**src/hw/rtl/cma_pkg.sv**
```systemverilog
// package for the centered moving average unit
// holds shared widths and default parameter values, no dependencies
package cma_pkg;

    localparam int CFG_BITS        = 6;
    localparam int DEF_MAX_WINDOW  = 63;
    localparam int DEF_SAMPLE_BITS = 16;

endpackage

```
**src/hw/rtl/cma_cell.sv**
```systemverilog
// one storage cell of the window delay line
// no dependencies beyond the clock
module cma_cell #(
    parameter int SAMPLE_BITS = 16
) (
    input  logic                   i_clk,
    input  logic                   i_shift,
    input  logic                   i_inject,
    input  logic [SAMPLE_BITS-1:0] i_new,
    input  logic [SAMPLE_BITS-1:0] i_neighbor,
    output logic [SAMPLE_BITS-1:0] o_q
);

    logic [SAMPLE_BITS-1:0] r_q;

    always_ff @(posedge i_clk) begin
        if (i_shift) begin
            r_q <= i_inject ? i_new : i_neighbor;
        end
    end

    assign o_q = r_q;

endmodule

```
**src/hw/rtl/cma_div.sv**
```systemverilog
// iterative restoring divider, one quotient bit per cycle
// no package dependencies
module cma_div #(
    parameter int NUM_BITS = 22,
    parameter int DEN_BITS = 6
) (
    input  logic                i_clk,
    input  logic                i_rst_n,
    input  logic                i_start,
    input  logic [NUM_BITS-1:0] i_num,
    input  logic [DEN_BITS-1:0] i_den,
    output logic                o_done,
    output logic [NUM_BITS-1:0] o_quo
);

    localparam int CNT_BITS = $clog2(NUM_BITS + 1);

    logic                r_busy;
    logic                r_done;
    logic [CNT_BITS-1:0] r_cnt;
    logic [DEN_BITS-1:0] r_rem;
    logic [DEN_BITS-1:0] r_den;
    logic [NUM_BITS-1:0] r_quo;
    logic [DEN_BITS:0]   trial;
    logic                ge;
    logic [DEN_BITS:0]   diff;

    assign trial = {r_rem, r_quo[NUM_BITS-1]};
    assign ge    = trial >= {1'b0, r_den};
    assign diff  = trial - {1'b0, r_den};

    always_ff @(posedge i_clk) begin
        if (!i_rst_n) begin
            r_busy <= 1'b0;
            r_done <= 1'b0;
            r_cnt  <= '0;
        end else begin
            r_done <= 1'b0;
            if (i_start) begin
                r_busy <= 1'b1;
                r_cnt  <= CNT_BITS'(NUM_BITS);
            end else if (r_busy) begin
                r_cnt <= r_cnt - 1'b1;
                if (r_cnt == CNT_BITS'(1)) begin
                    r_busy <= 1'b0;
                    r_done <= 1'b1;
                end
            end
        end
    end

    always_ff @(posedge i_clk) begin
        if (i_start) begin
            r_rem <= '0;
            r_den <= i_den;
            r_quo <= i_num;
        end else if (r_busy) begin
            r_rem <= ge ? diff[DEN_BITS-1:0] : trial[DEN_BITS-1:0];
            r_quo <= {r_quo[NUM_BITS-2:0], ge};
        end
    end

    assign o_done = r_done;
    assign o_quo  = r_quo;

endmodule

```
**src/hw/rtl/centered_moving_average_unit.sv**
```systemverilog
// Centered moving average over an odd window with edge replication. Each
// accepted word causes one push per cycle into a chain of sample cells (extra
// pushes of the first and last sample pad the stream ends), except that every
// push that fills the window runs the bit-serial divider and then loads the
// output register, waiting while the output stalls, before the next push.
// Output lags input by half the window.
// depends on cma_pkg, cma_cell and cma_div
module centered_moving_average_unit #(
    parameter int MAX_WINDOW  = cma_pkg::DEF_MAX_WINDOW,
    parameter int SAMPLE_BITS = cma_pkg::DEF_SAMPLE_BITS
) (
    input  logic                         i_clk,
    input  logic                         i_rst_n,
    input  logic                         i_valid,
    output logic                         o_stall,
    input  logic [SAMPLE_BITS-1:0]       i_sample_in,
    input  logic                         i_end_of_stream,
    output logic                         o_valid,
    input  logic                         i_stall,
    output logic [SAMPLE_BITS-1:0]       o_sample_out,
    output logic                         o_last_out,
    input  logic                         i_cfg_valid,
    output logic                         o_cfg_ready,
    input  logic [cma_pkg::CFG_BITS-1:0] i_cfg_data
);

    import cma_pkg::*;

    localparam int CAP      = (MAX_WINDOW - 1) | 1;
    localparam int SUM_BITS = SAMPLE_BITS + CFG_BITS;

    typedef enum logic [3:0] {
        S_IDLE = 4'b0001,
        S_PUSH = 4'b0010,
        S_DIV  = 4'b0100,
        S_OUT  = 4'b1000
    } t_state;

    t_state                       r_state;
    logic [CFG_BITS-1:0]          r_ws;
    logic [CFG_BITS-1:0]          r_seen;
    logic [CFG_BITS-1:0]          r_npush;
    logic signed [SUM_BITS-1:0]   r_sum;
    logic [SAMPLE_BITS-1:0]       r_smp;
    logic                         r_lastitem;
    logic                         r_neg;
    logic                         r_ovalid;
    logic [SAMPLE_BITS-1:0]       r_out;
    logic                         r_olast;

    logic [CFG_BITS-1:0]          w_eff;
    logic [CFG_BITS-1:0]          half;
    logic [SAMPLE_BITS-1:0]       cell_q [MAX_WINDOW+1];
    logic                         shift;
    logic signed [SUM_BITS-1:0]   n_sum;
    logic [CFG_BITS-1:0]          n_seen;
    logic [SUM_BITS-1:0]          mag;
    logic                         div_start;
    logic                         div_done;
    logic [SUM_BITS-1:0]          quo;
    logic [SAMPLE_BITS-1:0]       res;
    logic                         out_free;
    logic [SUM_BITS-1:0]          lim;

    assign w_eff = (int'(r_ws) > CAP) ? CFG_BITS'(CAP) : r_ws;
    assign half  = w_eff >> 1;
    assign shift = (r_state == S_PUSH);

    assign cell_q[MAX_WINDOW] = '0;
    for (genvar g = 0; g < MAX_WINDOW; g++) begin : g_cell
        cma_cell #(.SAMPLE_BITS(SAMPLE_BITS)) u_cell (
            .i_clk      (i_clk),
            .i_shift    (shift),
            .i_inject   (int'(w_eff) - 1 == g),
            .i_new      (r_smp),
            .i_neighbor (cell_q[g+1]),
            .o_q        (cell_q[g])
        );
    end

    // cell 0 holds the oldest entry of the full window
    always_comb begin
        n_sum = r_sum + SUM_BITS'($signed(r_smp));
        if (r_seen >= w_eff) begin
            n_sum = n_sum - SUM_BITS'($signed(cell_q[0]));
        end
        n_seen = (r_seen < w_eff) ? r_seen + 1'b1 : r_seen;
    end

    assign mag       = (n_sum[SUM_BITS-1] ? SUM_BITS'(-n_sum) : SUM_BITS'(n_sum))
                       + SUM_BITS'(half);
    assign div_start = shift && (n_seen == w_eff);

    cma_div #(.NUM_BITS(SUM_BITS), .DEN_BITS(CFG_BITS)) u_div (
        .i_clk   (i_clk),
        .i_rst_n (i_rst_n),
        .i_start (div_start),
        .i_num   (mag),
        .i_den   (w_eff),
        .o_done  (div_done),
        .o_quo   (quo)
    );

    assign lim = SUM_BITS'(1) << (SAMPLE_BITS - 1);

    // saturate to the signed sample range
    always_comb begin
        if (r_neg) begin
            res = (quo >= lim) ? {1'b1, {(SAMPLE_BITS-1){1'b0}}}
                               : SAMPLE_BITS'(-quo);
        end else begin
            res = (quo >= lim) ? {1'b0, {(SAMPLE_BITS-1){1'b1}}}
                               : quo[SAMPLE_BITS-1:0];
        end
    end

    assign out_free = !r_ovalid || !i_stall;

    always_ff @(posedge i_clk) begin
        if (!i_rst_n) begin
            r_state    <= S_IDLE;
            r_ws       <= CFG_BITS'(1);
            r_seen     <= '0;
            r_npush    <= '0;
            r_sum      <= '0;
            r_lastitem <= 1'b0;
            r_ovalid   <= 1'b0;
        end else begin
            if (r_ovalid && !i_stall && r_state != S_OUT) begin
                r_ovalid <= 1'b0;
            end
            unique case (r_state)
                S_IDLE: begin
                    if (i_cfg_valid) begin
                        r_ws   <= i_cfg_data | CFG_BITS'(1);
                        r_seen <= '0;
                        r_sum  <= '0;
                    end else if (i_valid) begin
                        r_lastitem <= i_end_of_stream;
                        r_npush    <= ((r_seen == '0) ? half : '0) + CFG_BITS'(1)
                                      + (i_end_of_stream ? half : '0);
                        r_state    <= S_PUSH;
                    end
                end
                S_PUSH: begin
                    r_sum   <= n_sum;
                    r_seen  <= n_seen;
                    r_npush <= r_npush - 1'b1;
                    if (n_seen == w_eff) begin
                        r_state <= S_DIV;
                    end else if (r_npush == CFG_BITS'(1)) begin
                        r_state <= S_IDLE;
                    end
                end
                S_DIV: begin
                    if (div_done) begin
                        r_state <= S_OUT;
                    end
                end
                S_OUT: begin
                    if (out_free) begin
                        r_ovalid <= 1'b1;
                        if (r_npush == '0) begin
                            r_state <= S_IDLE;
                            if (r_lastitem) begin
                                r_seen <= '0;
                                r_sum  <= '0;
                            end
                        end else begin
                            r_state <= S_PUSH;
                        end
                    end
                end
                default: r_state <= S_IDLE;
            endcase
        end
    end

    always_ff @(posedge i_clk) begin
        if (r_state == S_IDLE && !i_cfg_valid && i_valid) begin
            r_smp <= i_sample_in;
        end
        if (div_start) begin
            r_neg <= n_sum[SUM_BITS-1];
        end
        if (r_state == S_OUT && out_free) begin
            r_out   <= res;
            r_olast <= r_lastitem && (r_npush == '0);
        end
    end

    assign o_stall      = (r_state != S_IDLE) || i_cfg_valid;
    assign o_cfg_ready  = (r_state == S_IDLE);
    assign o_valid      = r_ovalid;
    assign o_sample_out = r_out;
    assign o_last_out   = r_olast;

endmodule
```
**config.mk**
```make
export PLATFORM = sky130hd
export DESIGN_NAME = centered_moving_average_unit
export DESIGN_NICKNAME = d
export VERILOG_FILES = /design/src/hw/rtl/cma_pkg.sv /design/src/hw/rtl/cma_cell.sv /design/src/hw/rtl/cma_div.sv /design/src/hw/rtl/centered_moving_average_unit.sv
export SDC_FILE = /design/constraint.sdc
export NUM_CORES = 1
export LEC_CHECK = 0
export ABC_CLOCK_PERIOD_IN_PS = 43700
export BUFFER_PORTS_ARGS = -buffer_cell sky130_fd_sc_hd__buf_2
export CORE_MARGIN = 10
export CORE_UTILIZATION = 50
export DETAILED_ROUTE_END_ITERATION = 6
export PLACE_DENSITY = 0.65
export RECOVER_POWER = 50
export SLEW_MARGIN = 20
export SYNTH_ARGS = -nofsm -noshare
export SYNTH_HDL_FRONTEND = slang
export SYNTH_SLANG_ARGS = --single-unit
```
**constraint.sdc**
```tcl
create_clock -name i_clk -period 43.7 [get_ports i_clk]
set_clock_uncertainty 0.2 [all_clocks]
set_input_delay 10.925 -clock i_clk [delete_from_list [all_inputs] [get_ports i_clk]]
set_output_delay 10.925 -clock i_clk [all_outputs]
set_load 0.005 [all_outputs]
```
==> key figures, run 1 <==
Synthesis
  – Mean Syn Cell Area: 16.2 um^2
  – Net Count, Synth: 2962
  – Sequential share of the synthesized area: 71.8%
  – Cells after synthesis: 2858
  – Post-Syn Area: 46300 um^2
  – Yosys warns: 0
  – Ys async rst share: 0%
  – Synth cell types: 87
  – Commonest register cell after synthesis: edfxtp_1
  – Post-synth EDFFs: 1069
  – Flop and latch count out of synthesis: 1127

GRT
  – Vias in the first global route: 24500
  – Largest net degree at the start of global routing: 202
  – GR Util All Layers: 16.4%
  – First-pass GRT wire length: 139 mm
  – Initial antenna violation count: 1
  – GRT overflow: 0

Place
  – Detailed-placement wirelength estimate: 53.1 mm
  – Pre-CTS setup slack: 21.18 ns
  – Number of port buffers: 46
  – Dpl cells: 4062
  – Gp weighted congestion: 0.857

Min path
  – Worst hold path class: reg -> reg

Power
  – Pwr per Cell Area: 51.8 nW/um^2
  – Design Power: 2.67 mW
  – Gate power share: 13.7%
  – Cell-internal power: 2.00 mW
  – Sequential power share: 50.6%
  – VDD IR max: 0.0319 mV
  – Clock power share: 35.7%
  – Psw: 0.671 mW
  – Leakage Power: 17.2 nW
  – Sw Share: 25.2%

Clocking
  – Resized cells post-CTS: 0
  – CTS max path bufs: 3
  – Clk_lat worst skew: 0.69 ns
  – H-tree levels: 3
  – Total clock buffers created by CTS: 110
  – # hold bufs at CTS: 0
  – Clk slew on worst S/H paths: 0.06 ns
  – Post-CTS setup buffers: 0
  – Root Driver: clkbuf_16
  – CTS tree: yes
  – CTS Sinks: 1127

STA
  – Setup TNS Final: 0 ns
  – Worst-margin pin slew: 3.81 ns
  – Max-slew headroom: -155%
  – Final Hold Vio Count: 0
  – Setup violators final: 0
  – Fin crit period: 22.52 ns
  – Final Max Tran Viols: 156
  – Setup WS post-layout: 21.18 ns
  – Tcrit/Tclk final: 51.5%
  – Max Freq: 0.0444 GHz
  – Unrepaired setup endpoints after global routing: no

Drt
  – Pre-Repair DR Iteration Count: 5
  – Via density: 5.65
  – Drt drc: 0
  – Drt total wl: 88.3 mm
  – DR vias: 24100
  – Routed Antenna Nets: 0
  – 1st-iter DRT viols: 1895
  – WL/cell: 20.7 um

Layout
  – Final #Nets: 3035
  – Final cell count without fillers: 4268
  – Antenna diodes: 0
  – Share of layout cells above drive strength 1: 24.3%
  – Finished Core Util: 56.1%
  – Area growth syn-to-layout: 11.2%

Floorplan
  – Number of top-level pins: 48
  – Core area: 91800 um^2
  – Die width: 324 um
  – # rows: 111
  – Starting Density: 50.5%
  – Die Height: 324 um
  – Full die area: 105000 um^2

Status
  – Failing checks: max-capacitance violations, max-slew violations
  – Outcome: complete, but fails checks

Worst setup path
  – Crit-path max FO: 10
  – Crit start category: input port
  – Flop2flop setup slack: 33.49 ns
  – CP endpoint kind: output pin
  – Data arrival, critical path: 11.39 ns
  – Setup CP Type: in -> out
  – Worst EP required: 32.58 ns

Run
  – Max-cap violation count: 2
==> final timing paths <==
kind,cells after the start,startpoint,endpoint
hold / removal,0,g_cell[12].u_cell.o_q[8],g_cell[11].u_cell.o_q[8]
setup / recovery,3,i_cfg_valid,o_stall
hold reg to reg,0,g_cell[12].u_cell.o_q[8],g_cell[11].u_cell.o_q[8]
setup reg to reg,29,r_smp[1],u_div.o_quo[19]
==> routing by layer <==
layer  routed length, um  vias to the layer above  share of wire (%)  track usage, %
met2               42900                      493                 49            27.4
met5                   0                        -                  0               0
met1               39700                    12300                 45            22.0
met3                3600                      157                4.1            2.61
met4                2120                        0                2.4            5.00
li1                    -                    11100                  -               -
==> metrics by stage <==
step	hold slack [ns]	area, um^2
after floorplan	0.200	46300
final	0.210	51500
after detailed placement	0.205	47900
after global placement	0.200	47900
after CTS	0.212	51600
after global routing	0.212	51500
==> synthesized netlist by cell type, drive strengths merged (5+ instances only) <==
cell type | n | area (um^2)
o211a | 6 | 60.1
and2 | 37 | 231
nor2 | 103 | 394
mux2i | 15 | 150
o22ai | 8 | 50.1
or3 | 14 | 88.8
and3 | 15 | 93.8
ha | 71 | 888
a22oi | 18 | 135
a31oi | 10 | 62.6
or2 | 7 | 43.8
nand2b | 17 | 106
buf | 23 | 114
a21o | 32 | 241
o21a | 17 | 128
nor2b | 30 | 188
o21bai | 7 | 52.6
o31ai | 9 | 67.6
dfxtp | 58 | 1160
nor4b | 5 | 43.8
xor2 | 25 | 219
nand3 | 31 | 155
inv | 65 | 244
clkbuf | 111 | 460
mux2 | 481 | 5420
nand4 | 14 | 87.6
xnor2 | 49 | 429
o211ai | 7 | 52.6
nand2 | 160 | 601
o311ai | 12 | 105
o21ai | 99 | 499
nor4 | 12 | 75.1
edfxtp | 1069 | 32100
a2111oi | 5 | 100
a21oi | 79 | 399
fa | 5 | 100
a21boi | 16 | 120
nor3 | 45 | 225
a211oi | 19 | 153
==> layout make-up <==
class                           count  area (um^2)
Fill cell                        7105        40300
Sequential cell                  1127        33300
Multi-Input combinational cell   1532        12300
Clock buffer                      141         2940
Tap cell                         1243         1560
Clock inverter                     65          699
Timing Repair Buffer               95          539
Inverter                           65          245
==> registers in the layout, indices dropped and copies added, names as in the netlist <==
name               cells
g_cell.u_cell.o_q   1008
r_sum                 22
u_div.o_quo           22
o_sample_out          16
r_smp                 16
r_npush                6
r_seen                 6
u_div.r_rem            6
r_ws                   5
u_div.r_cnt            5
u_div.r_den            5
r_state                4
o_last_out             1
o_valid                1
r_lastitem             1
r_neg                  1
u_div.o_done           1
u_div.r_busy           1
==> power groups by stage <==
stage / clock network, mW / logic, mW / registers, mW
after floorplan: 0 / 0.268 / 1.51
after global placement: 0 / 0.358 / 1.37
after detailed placement: 0 / 0.369 / 1.37
after CTS: 0.978 / 0.370 / 1.35
after global routing: 1.02 / 0.405 / 1.36
final: 0.952 / 0.366 / 1.35
==> worst max-delay path, cell delays in order <==
cell and delay (ns):
buf_2 0.16, nand2b_1 0.15, buf_2 0.16
==> cell usage in the layout (no fill, tap or decap), types with 30 or more instances in the layout <==
cell,count
nand2_1,160
a21oi_1,77
nor3_1,45
nor2_1,100
buf_2,46
ha_1,71
mux2_2,470
o21ai_0,95
clkbuf_1,47
dfxtp_1,58
nand3_1,31
a21o_1,31
clkbuf_16,112
nor2b_1,30
edfxtp_1,1069
xnor2_1,49
inv_1,63
==> cell families after synthesis <==
group	share of synthesized area, %
compound gates	5.48
buf+inv	1.77
mux	12.0
fa+ha+maj	2.13
flops	71.8
xor+xnor	1.40
simple gates	5.38
No activity file was read; power rests on OpenSTA's default activity.
==> run 2, diff against run 1 <==
ABC_CLOCK_PERIOD_IN_PS = 22700   (was 43700)
clock period = 22.7 ns   (was 43.7 ns; I/O delays follow)
==> key figures, run 2 (synthesis gave the netlist of run 1 again) <==
Status
  – Outcome: complete, but fails checks
  – Failing checks: max-capacitance violations, max-slew violations

Clocking
  – Total clock buffers created by CTS: 111 (+0.91%)
  – CTS max path bufs: 3 (unchanged)
  – CTS tree: yes
  – H-tree levels: 3 (unchanged)
  – CTS Sinks: 1127 (unchanged)
  – # hold bufs at CTS: 0 (unchanged)
  – Clk_lat worst skew: 0.69 ns (about the same)
  – Clk slew on worst S/H paths: 0.06 ns (about the same)
  – Root Driver: clkbuf_16
  – Post-CTS setup buffers: 0 (unchanged)
  – Resized cells post-CTS: 0 (unchanged)

GRT
  – GR Util All Layers: 16.6% (+0.19 points)
  – Vias in the first global route: 24500 (unchanged)
  – Initial antenna violation count: 2 (+1)
  – GRT overflow: 0 (unchanged)
  – First-pass GRT wire length: 141 mm (+1.0%)
  – Largest net degree at the start of global routing: 220 (+8.9%)

Place
  – Detailed-placement wirelength estimate: 53.2 mm (+0.19%)
  – Dpl cells: 4062 (unchanged)
  – Number of port buffers: 46 (unchanged)
  – Gp weighted congestion: 0.848 (-0.98%)

Worst setup path
  – Setup CP Type: in -> out
  – Data arrival, critical path: 6.15 ns (-5.24 ns)
  – Reg-to-Reg Start: r_smp[1]
  – CP endpoint kind: output pin
  – Flop2flop setup slack: 13.05 ns (-20.44 ns)
  – Crit start category: input port
  – Worst r2r path cells: 30 (+3.4%)
  – Worst EP required: 16.83 ns (-15.75 ns)
  – RR Endpoint: u_div.o_quo[18]
  – Crit-path max FO: 10 (unchanged)

Floorplan
  – Core area: 91800 um^2 (unchanged)
  – Die Height: 324 um (unchanged)
  – Number of top-level pins: 48 (unchanged)
  – Full die area: 105000 um^2 (unchanged)
  – Die width: 324 um (unchanged)
  – Starting Density: 50.5% (unchanged)
  – # rows: 111 (unchanged)

Layout
  – Area growth syn-to-layout: 10.6%
  – Share of layout cells above drive strength 1: 23.9% (-0.42 points)
  – Final #Nets: 3037 (+0.066%)
  – Reg area: 33300 um^2 (unchanged)
  – Final cell count without fillers: 4264 (-0.094%)
  – Multi-input gate area: 12300 um^2 (about the same)
  – Fillers: 7109 (+0.056%)
  – Leading cell type in the layout, fill and taps excluded: edfxtp_1
  – Most frequent cells in the layout: edfxtp_1 (1069), mux2_2 (473), nand2_1 (160)
  – Max FFs per register: 1008 (unchanged)

Power
  – Design Power: 4.99 mW (+87%)
  – Pwr per Cell Area: 97.5 nW/um^2 (+88%)
  – VDD IR max: 0.0687 mV (+120%)
  – Leakage Power: 17.1 nW (-0.99%)

STA
  – Hold Worst Slack: 0.205 ns (-0.00418 ns)
  – Tcrit/Tclk final: 53.0%
  – Final Max Tran Viols: 107 (-31%)
  – Max Freq: 0.0832 GHz
  – Max-slew headroom: -221% (-65 points)
  – Unrepaired setup endpoints after global routing: no
  – Setup TNS Final: 0 ns (unchanged)
  – Final Hold Vio Count: 0 (unchanged)
  – Fin crit period: 12.02 ns
  – Worst-margin pin slew: 4.81 ns (+1.00 ns)
  – Setup violators final: 0 (unchanged)

Drt
  – Via density: 5.63 (-0.47%)
  – Pre-Repair DR Iteration Count: 5 (unchanged)
  – DR vias: 24000 (-0.56%)
  – WL/cell: 20.9 um (+1.1%)
  – Drt drc: 0 (unchanged)
  – Drt total wl: 89.1 mm (+0.96%)
  – Routed Antenna Nets: 0 (unchanged)
  – 1st-iter DRT viols: 1928 (+1.7%)

Min path
  – Hold endpoint: g_cell[41].u_cell.o_q[4]
  – Hold path cells: 0 (unchanged)
  – Worst hold path class: reg -> reg
  – Source of the worst hold timing path: g_cell[42].u_cell.o_q[4]

Run
  – Max-cap violation count: 1 (-1)
## run 2: cell types whose count changed in the layout (fill, tap and decap cells not counted), moves of 3 or more
cell and delta:
bufinv_16 -11, mux2_1 -3, clkbuf_1 +4, clkinv_1 +8
mux2_2 +3, clkinv_2 -8, clkinvlp_4 +4, clkbuf_8 -3
## run 2: how the worst max path moves through the flow
stage                 to  cells after the start         from
2_1_floorplan  r_sum[13]                      6   r_state[1]
3_3_place_gp     o_stall                      3  i_cfg_valid
3_5_place_dp     o_stall                      3  i_cfg_valid
4_1_cts          o_stall                      3  i_cfg_valid
5_1_grt          o_stall                      3  i_cfg_valid
6_report         o_stall                      3  i_cfg_valid
## run 2: metrics by stage
step | setup WS, ns | cell area, um^2 | util (%)
finish | 10.68 | 51200 | 55.8
global route | 10.64 | 51200 | 55.8
CTS | 10.68 | 51300 | 55.9
detailed placement | 10.68 | 48000 | 52.3
global placement | 10.69 | 47900 | 52.2
floorplan | 7.07 | 46300 | -
## run 2: cell type report
cell class | instances | area share (%)
flip-flops and latches | 1127 | 64.9
repair buffers | 96 | 1.12
clock buffers | 143 | 5.74
clock inverters | 57 | 0.723
inverters | 65 | 0.479
well taps | 1243 | 3.04
multi-input cells | 1532 | 24.0
diodes | 1 | 0.00488
## run 2: power by group
part / leakage [nW] / total (mW) / internal, mW / switching (mW)
clock: 1.60 / 1.69 / 0.934 / 0.753
sequential: 10.1 / 2.60 / 2.54 / 0.0607
combinational: 5.32 / 0.705 / 0.244 / 0.461
total: 17.1 / 4.99 / 3.72 / 1.27
## run 2: critical path, cell delays in order
cell,delay (ns)
buf_2,0.16
nand2b_1,0.15
buf_2,0.16
## run 2: routing by layer
layer	vias to the layer above	share of wire, %	routed length (um)	track usage (%)
met5	-	0	0	0
met4	0	2.9	2570	5.43
met3	149	3.7	3260	2.62
met2	470	48	42600	26.8
met1	12200	46	40700	22.9
li1	11100	-	-	-
==> run 3, diff against run 2 <==
ABC_AREA = 1   (was unset)
ABC_CLOCK_PERIOD_IN_PS = 10000   (was 22700)
PLACE_DENSITY = 0.68   (was 0.65)
clock period = 10 ns   (was 22.7 ns; I/O delays follow)
==> key figures, run 3 <==
Synthesis
  – Compound-cell area share of the yosys netlist: 7.52% (+2.0 points)
  – Ys async rst share: 0% (unchanged)
  – Synth Area in Simple Gates: 13.3% (+7.9 points)
  – Synth top area share: 69.5% (+0.23 points)
  – Cells after synthesis: 3836 (+34%)
  – Largest area contributor in the netlist: edfxtp_1
  – Largest cells by area after synthesis: edfxtp_1 (70%), nand2_1 (8.0%), o21ai_0 (5.8%)
  – Count leader, synth: edfxtp_1
  – Net Count, Synth: 3940 (+33%)
  – Xor/xnor cell area share of the yosys netlist: 0.946% (-0.45 points)
  – Synthesized-area fraction occupied by adder cells: 2.14% (+0.0072 points)
  – Flop and latch count out of synthesis: 1127 (unchanged)
  – Commonest register cell after synthesis: edfxtp_1
  – Post-Syn Area: 46200 um^2 (-0.34%)
  – Mux cell area share after synthesis: 0% (-12 points)
  – Largest family of logic cells by synthesized area: simple AND/OR/NAND/NOR gates
  – Yosys warns: 0 (unchanged)
  – Post-synth top cells: edfxtp_1 (1069), nand2_1 (988), o21ai_0 (538)
  – Sequential share of the synthesized area: 72.1% (+0.24 points)
  – Mean Syn Cell Area: 12.0 um^2 (-26%)
  – Post-synth EDFFs: 1069 (unchanged)
  – Synth cell types: 48 (-45%)

Clocking
  – Total clock buffers created by CTS: 107 (-3.6%)
  – Clk slew on worst S/H paths: 0.06 ns (about the same)
  – # hold bufs at CTS: 0 (unchanged)
  – Root Driver: clkbuf_16
  – Resized cells post-CTS: 0 (unchanged)
  – Clk_lat worst skew: 0.68 ns (about the same)
  – H-tree levels: 3 (unchanged)
  – CTS tree: yes
  – Post-CTS setup buffers: 0 (unchanged)
  – CTS max path bufs: 3 (unchanged)
  – CTS Sinks: 1127 (unchanged)

Min path
  – Hold path cells: 0 (unchanged)
  – Worst hold path class: reg -> reg
  – Source of the worst hold timing path: g_cell[36].u_cell.o_q[4]
  – Hold endpoint: g_cell[35].u_cell.o_q[4]

Drt
  – 1st-iter DRT viols: 2671 (+39%)
  – Drt total wl: 91.3 mm (+2.4%)
  – Drt drc: 0 (unchanged)
  – Via density: 5.33 (-5.4%)
  – WL/cell: 17.8 um (-15%)
  – Routed Antenna Nets: 0 (unchanged)
  – Pre-Repair DR Iteration Count: 5 (unchanged)
  – DR vias: 27300 (+14%)

Place
  – Gp weighted congestion: 0.901 (+6.2%)
  – Number of port buffers: 46 (unchanged)
  – Pre-CTS setup slack: 3.64 ns (-7.03 ns)
  – Detailed-placement wirelength estimate: 56.0 mm (+5.3%)

STA
  – Final Hold Vio Count: 0 (unchanged)
  – Worst-margin pin slew: 4.60 ns (-0.212 ns)
  – Max Freq: 0.138 GHz
  – Setup violators final: 0 (unchanged)
  – Setup WS post-layout: 2.74 ns (-7.94 ns)
  – Unrepaired setup endpoints after global routing: no
  – Setup TNS Final: 0 ns (unchanged)
  – Final Max Tran Viols: 553 (+420%)
  – Tcrit/Tclk final: 72.6%
  – Max-slew headroom: -207% (+14 points)
  – Fin crit period: 7.26 ns

Layout
  – Most frequent cells in the layout: edfxtp_1 (1069), nand2_1 (987), o21ai_0 (538)
  – Fillers: 7577 (+6.6%)
  – Share of layout cells above drive strength 1: 8.49% (-15 points)
  – Max FFs per register: 1008 (unchanged)
  – Final #Nets: 3964 (+31%)
  – Area growth syn-to-layout: 10.3%
  – Leading cell type in the layout, fill and taps excluded: edfxtp_1
  – Antenna diodes: 0 (-1)

Floorplan
  – # rows: 111 (unchanged)
  – Full die area: 105000 um^2 (-0.32%)
  – Die Height: 324 um (-0.16%)
  – Core area: 91700 um^2 (-0.15%)
  – Number of top-level pins: 48 (unchanged)
  – Die width: 324 um (-0.16%)
  – Starting Density: 50.4% (-0.094 points)

GRT
  – Vias in the first global route: 26400 (+7.7%)
  – GR Util All Layers: 17.5% (+0.93 points)
  – Initial antenna violation count: 2 (unchanged)
  – Largest net degree at the start of global routing: 202 (-8.2%)
  – First-pass GRT wire length: 146 mm (+3.6%)
  – GRT overflow: 0 (unchanged)

Worst setup path
  – Setup CP Type: reg -> reg
  – WP buf/inv: 5 (+3)
  – Ordered cell list for the critical path: nor2_1 > inv_1 > nor3_1 > buf_4 > clkbuf_2 > buf_4 > buf_4
  – Slowest stage cell on the critical path: clkbuf_2
  – Crit start category: flop
  – Reg-to-Reg Start: r_state[2]
  – Worst EP required: 10.09 ns (-6.74 ns)
  – CP max stage delay: 3.09 ns (+2.93 ns)
  – Worst r2r path cells: 7 (-77%)
  – Flop2flop setup slack: 2.74 ns (-10.31 ns)
  – Delay-heaviest family, CP: buffers and inverters
  – CP endpoint kind: flop
  – Data arrival, critical path: 7.36 ns (+1.21 ns)
  – Most repeated library cell on the critical path: buf_4
  – RR Endpoint: g_cell[20].u_cell.o_q[6]
  – Crit-path max FO: 186 (+176)

Power
  – Gate power share: 17.9% (+3.8 points)
  – VDD IR max: 0.257 mV (+270%)
  – Sequential power share: 50.1% (-2.0 points)
  – Leakage Power: 19.2 nW (+13%)
  – Design Power: 12.4 mW (+150%)
  – Sw Share: 28.4% (+2.9 points)
  – Cell-internal power: 8.91 mW (+140%)
  – Clock power share: 32.0% (-1.8 points)
  – Pwr per Cell Area: 244 nW/um^2 (+150%)
  – Psw: 3.54 mW (+180%)

Run
  – Max-cap violation count: 12 (+11)

Status
  – Outcome: complete, but fails checks
  – Failing checks: max-capacitance violations, max-slew violations
## run 3: cell types whose count changed in the layout (fill, tap and decap cells not counted), moves of 18 or more
cell	before	now
a21o_1	31	1
a22oi_1	18	0
inv_1	63	280
mux2_2	473	0
nand2_1	160	987
nand2_2	0	30
nand3_1	31	146
nor2_1	100	143
nor2b_1	30	0
nor3_1	45	20
o21ai_0	95	538
xnor2_1	49	8
## run 3: stage by stage
step / instance area (um^2) / hold WS [ns] / utilization (%) / cells
after global routing: 50900 / 0.207 / 55.5 / 5134
after global placement: 47500 / 0.200 / 51.8 / 4937
after floorplan: 46200 / 0.200 / - / 3836
final: 50900 / 0.205 / 55.5 / 5134
after detailed placement: 47500 / 0.205 / 51.9 / 4937
after CTS: 51000 / 0.209 / 55.7 / 5134
## run 3: cells by family (layout without fill, tap and decap cells)
logic type	after synthesis	after routing
compound gates	677	677
buf+inv	475	587
flops	1127	1127
fa+ha+maj	76	76
simple gates	1432	1432
xor+xnor	49	49
## run 3: layout make-up
| class | instances | area [um^2] | area share [%] |
|---|---|---|---|
| Clock buffer | 128 | 2800 | 5.50 |
| Clock inverter | 69 | 671 | 1.32 |
| Inverter | 298 | 1120 | 2.20 |
| Multi-Input combinational cell | 2234 | 11100 | 21.7 |
| Sequential cell | 1127 | 33300 | 65.3 |
| Tap cell | 1186 | 1480 | 2.91 |
| Timing Repair Buffer | 92 | 527 | 1.03 |
## run 3: power by group through the flow
| stage | clock, mW | sequential [mW] | combinational [mW] |
|---|---|---|---|
| after CTS | 4.07 | 6.21 | 2.26 |
| final | 3.99 | 6.23 | 2.23 |
| after global placement | 0 | 6.28 | 2.21 |
| after detailed placement | 0 | 6.31 | 2.24 |
| after floorplan | 0 | 6.47 | 1.65 |
| after global routing | 4.25 | 6.29 | 2.54 |
## run 3: worst max-delay path by stage
stage                from                  endpoint  slack, ns  depth (start not counted)
2_1_floorplan  r_state[2]   g_cell[0].u_cell.o_q[0]       1.13                          4
3_3_place_gp     r_smp[0]           u_div.o_quo[15]       3.67                         36
3_5_place_dp     r_smp[0]           u_div.o_quo[15]       3.64                         36
4_1_cts          r_smp[0]           u_div.o_quo[15]       3.56                         36
5_1_grt        r_state[2]  g_cell[13].u_cell.o_q[5]       2.28                          7
6_report       r_state[2]  g_cell[20].u_cell.o_q[6]       2.74                          7
## run 3: routing by layer
metal	vias to the layer above	global-route usage (%)	part of all wire [%]
li1	13400	-	-
met1	13200	23.8	45
met2	606	28.4	47
met3	166	2.78	4.7
met4	0	6.56	3.6
met5	-	0	0
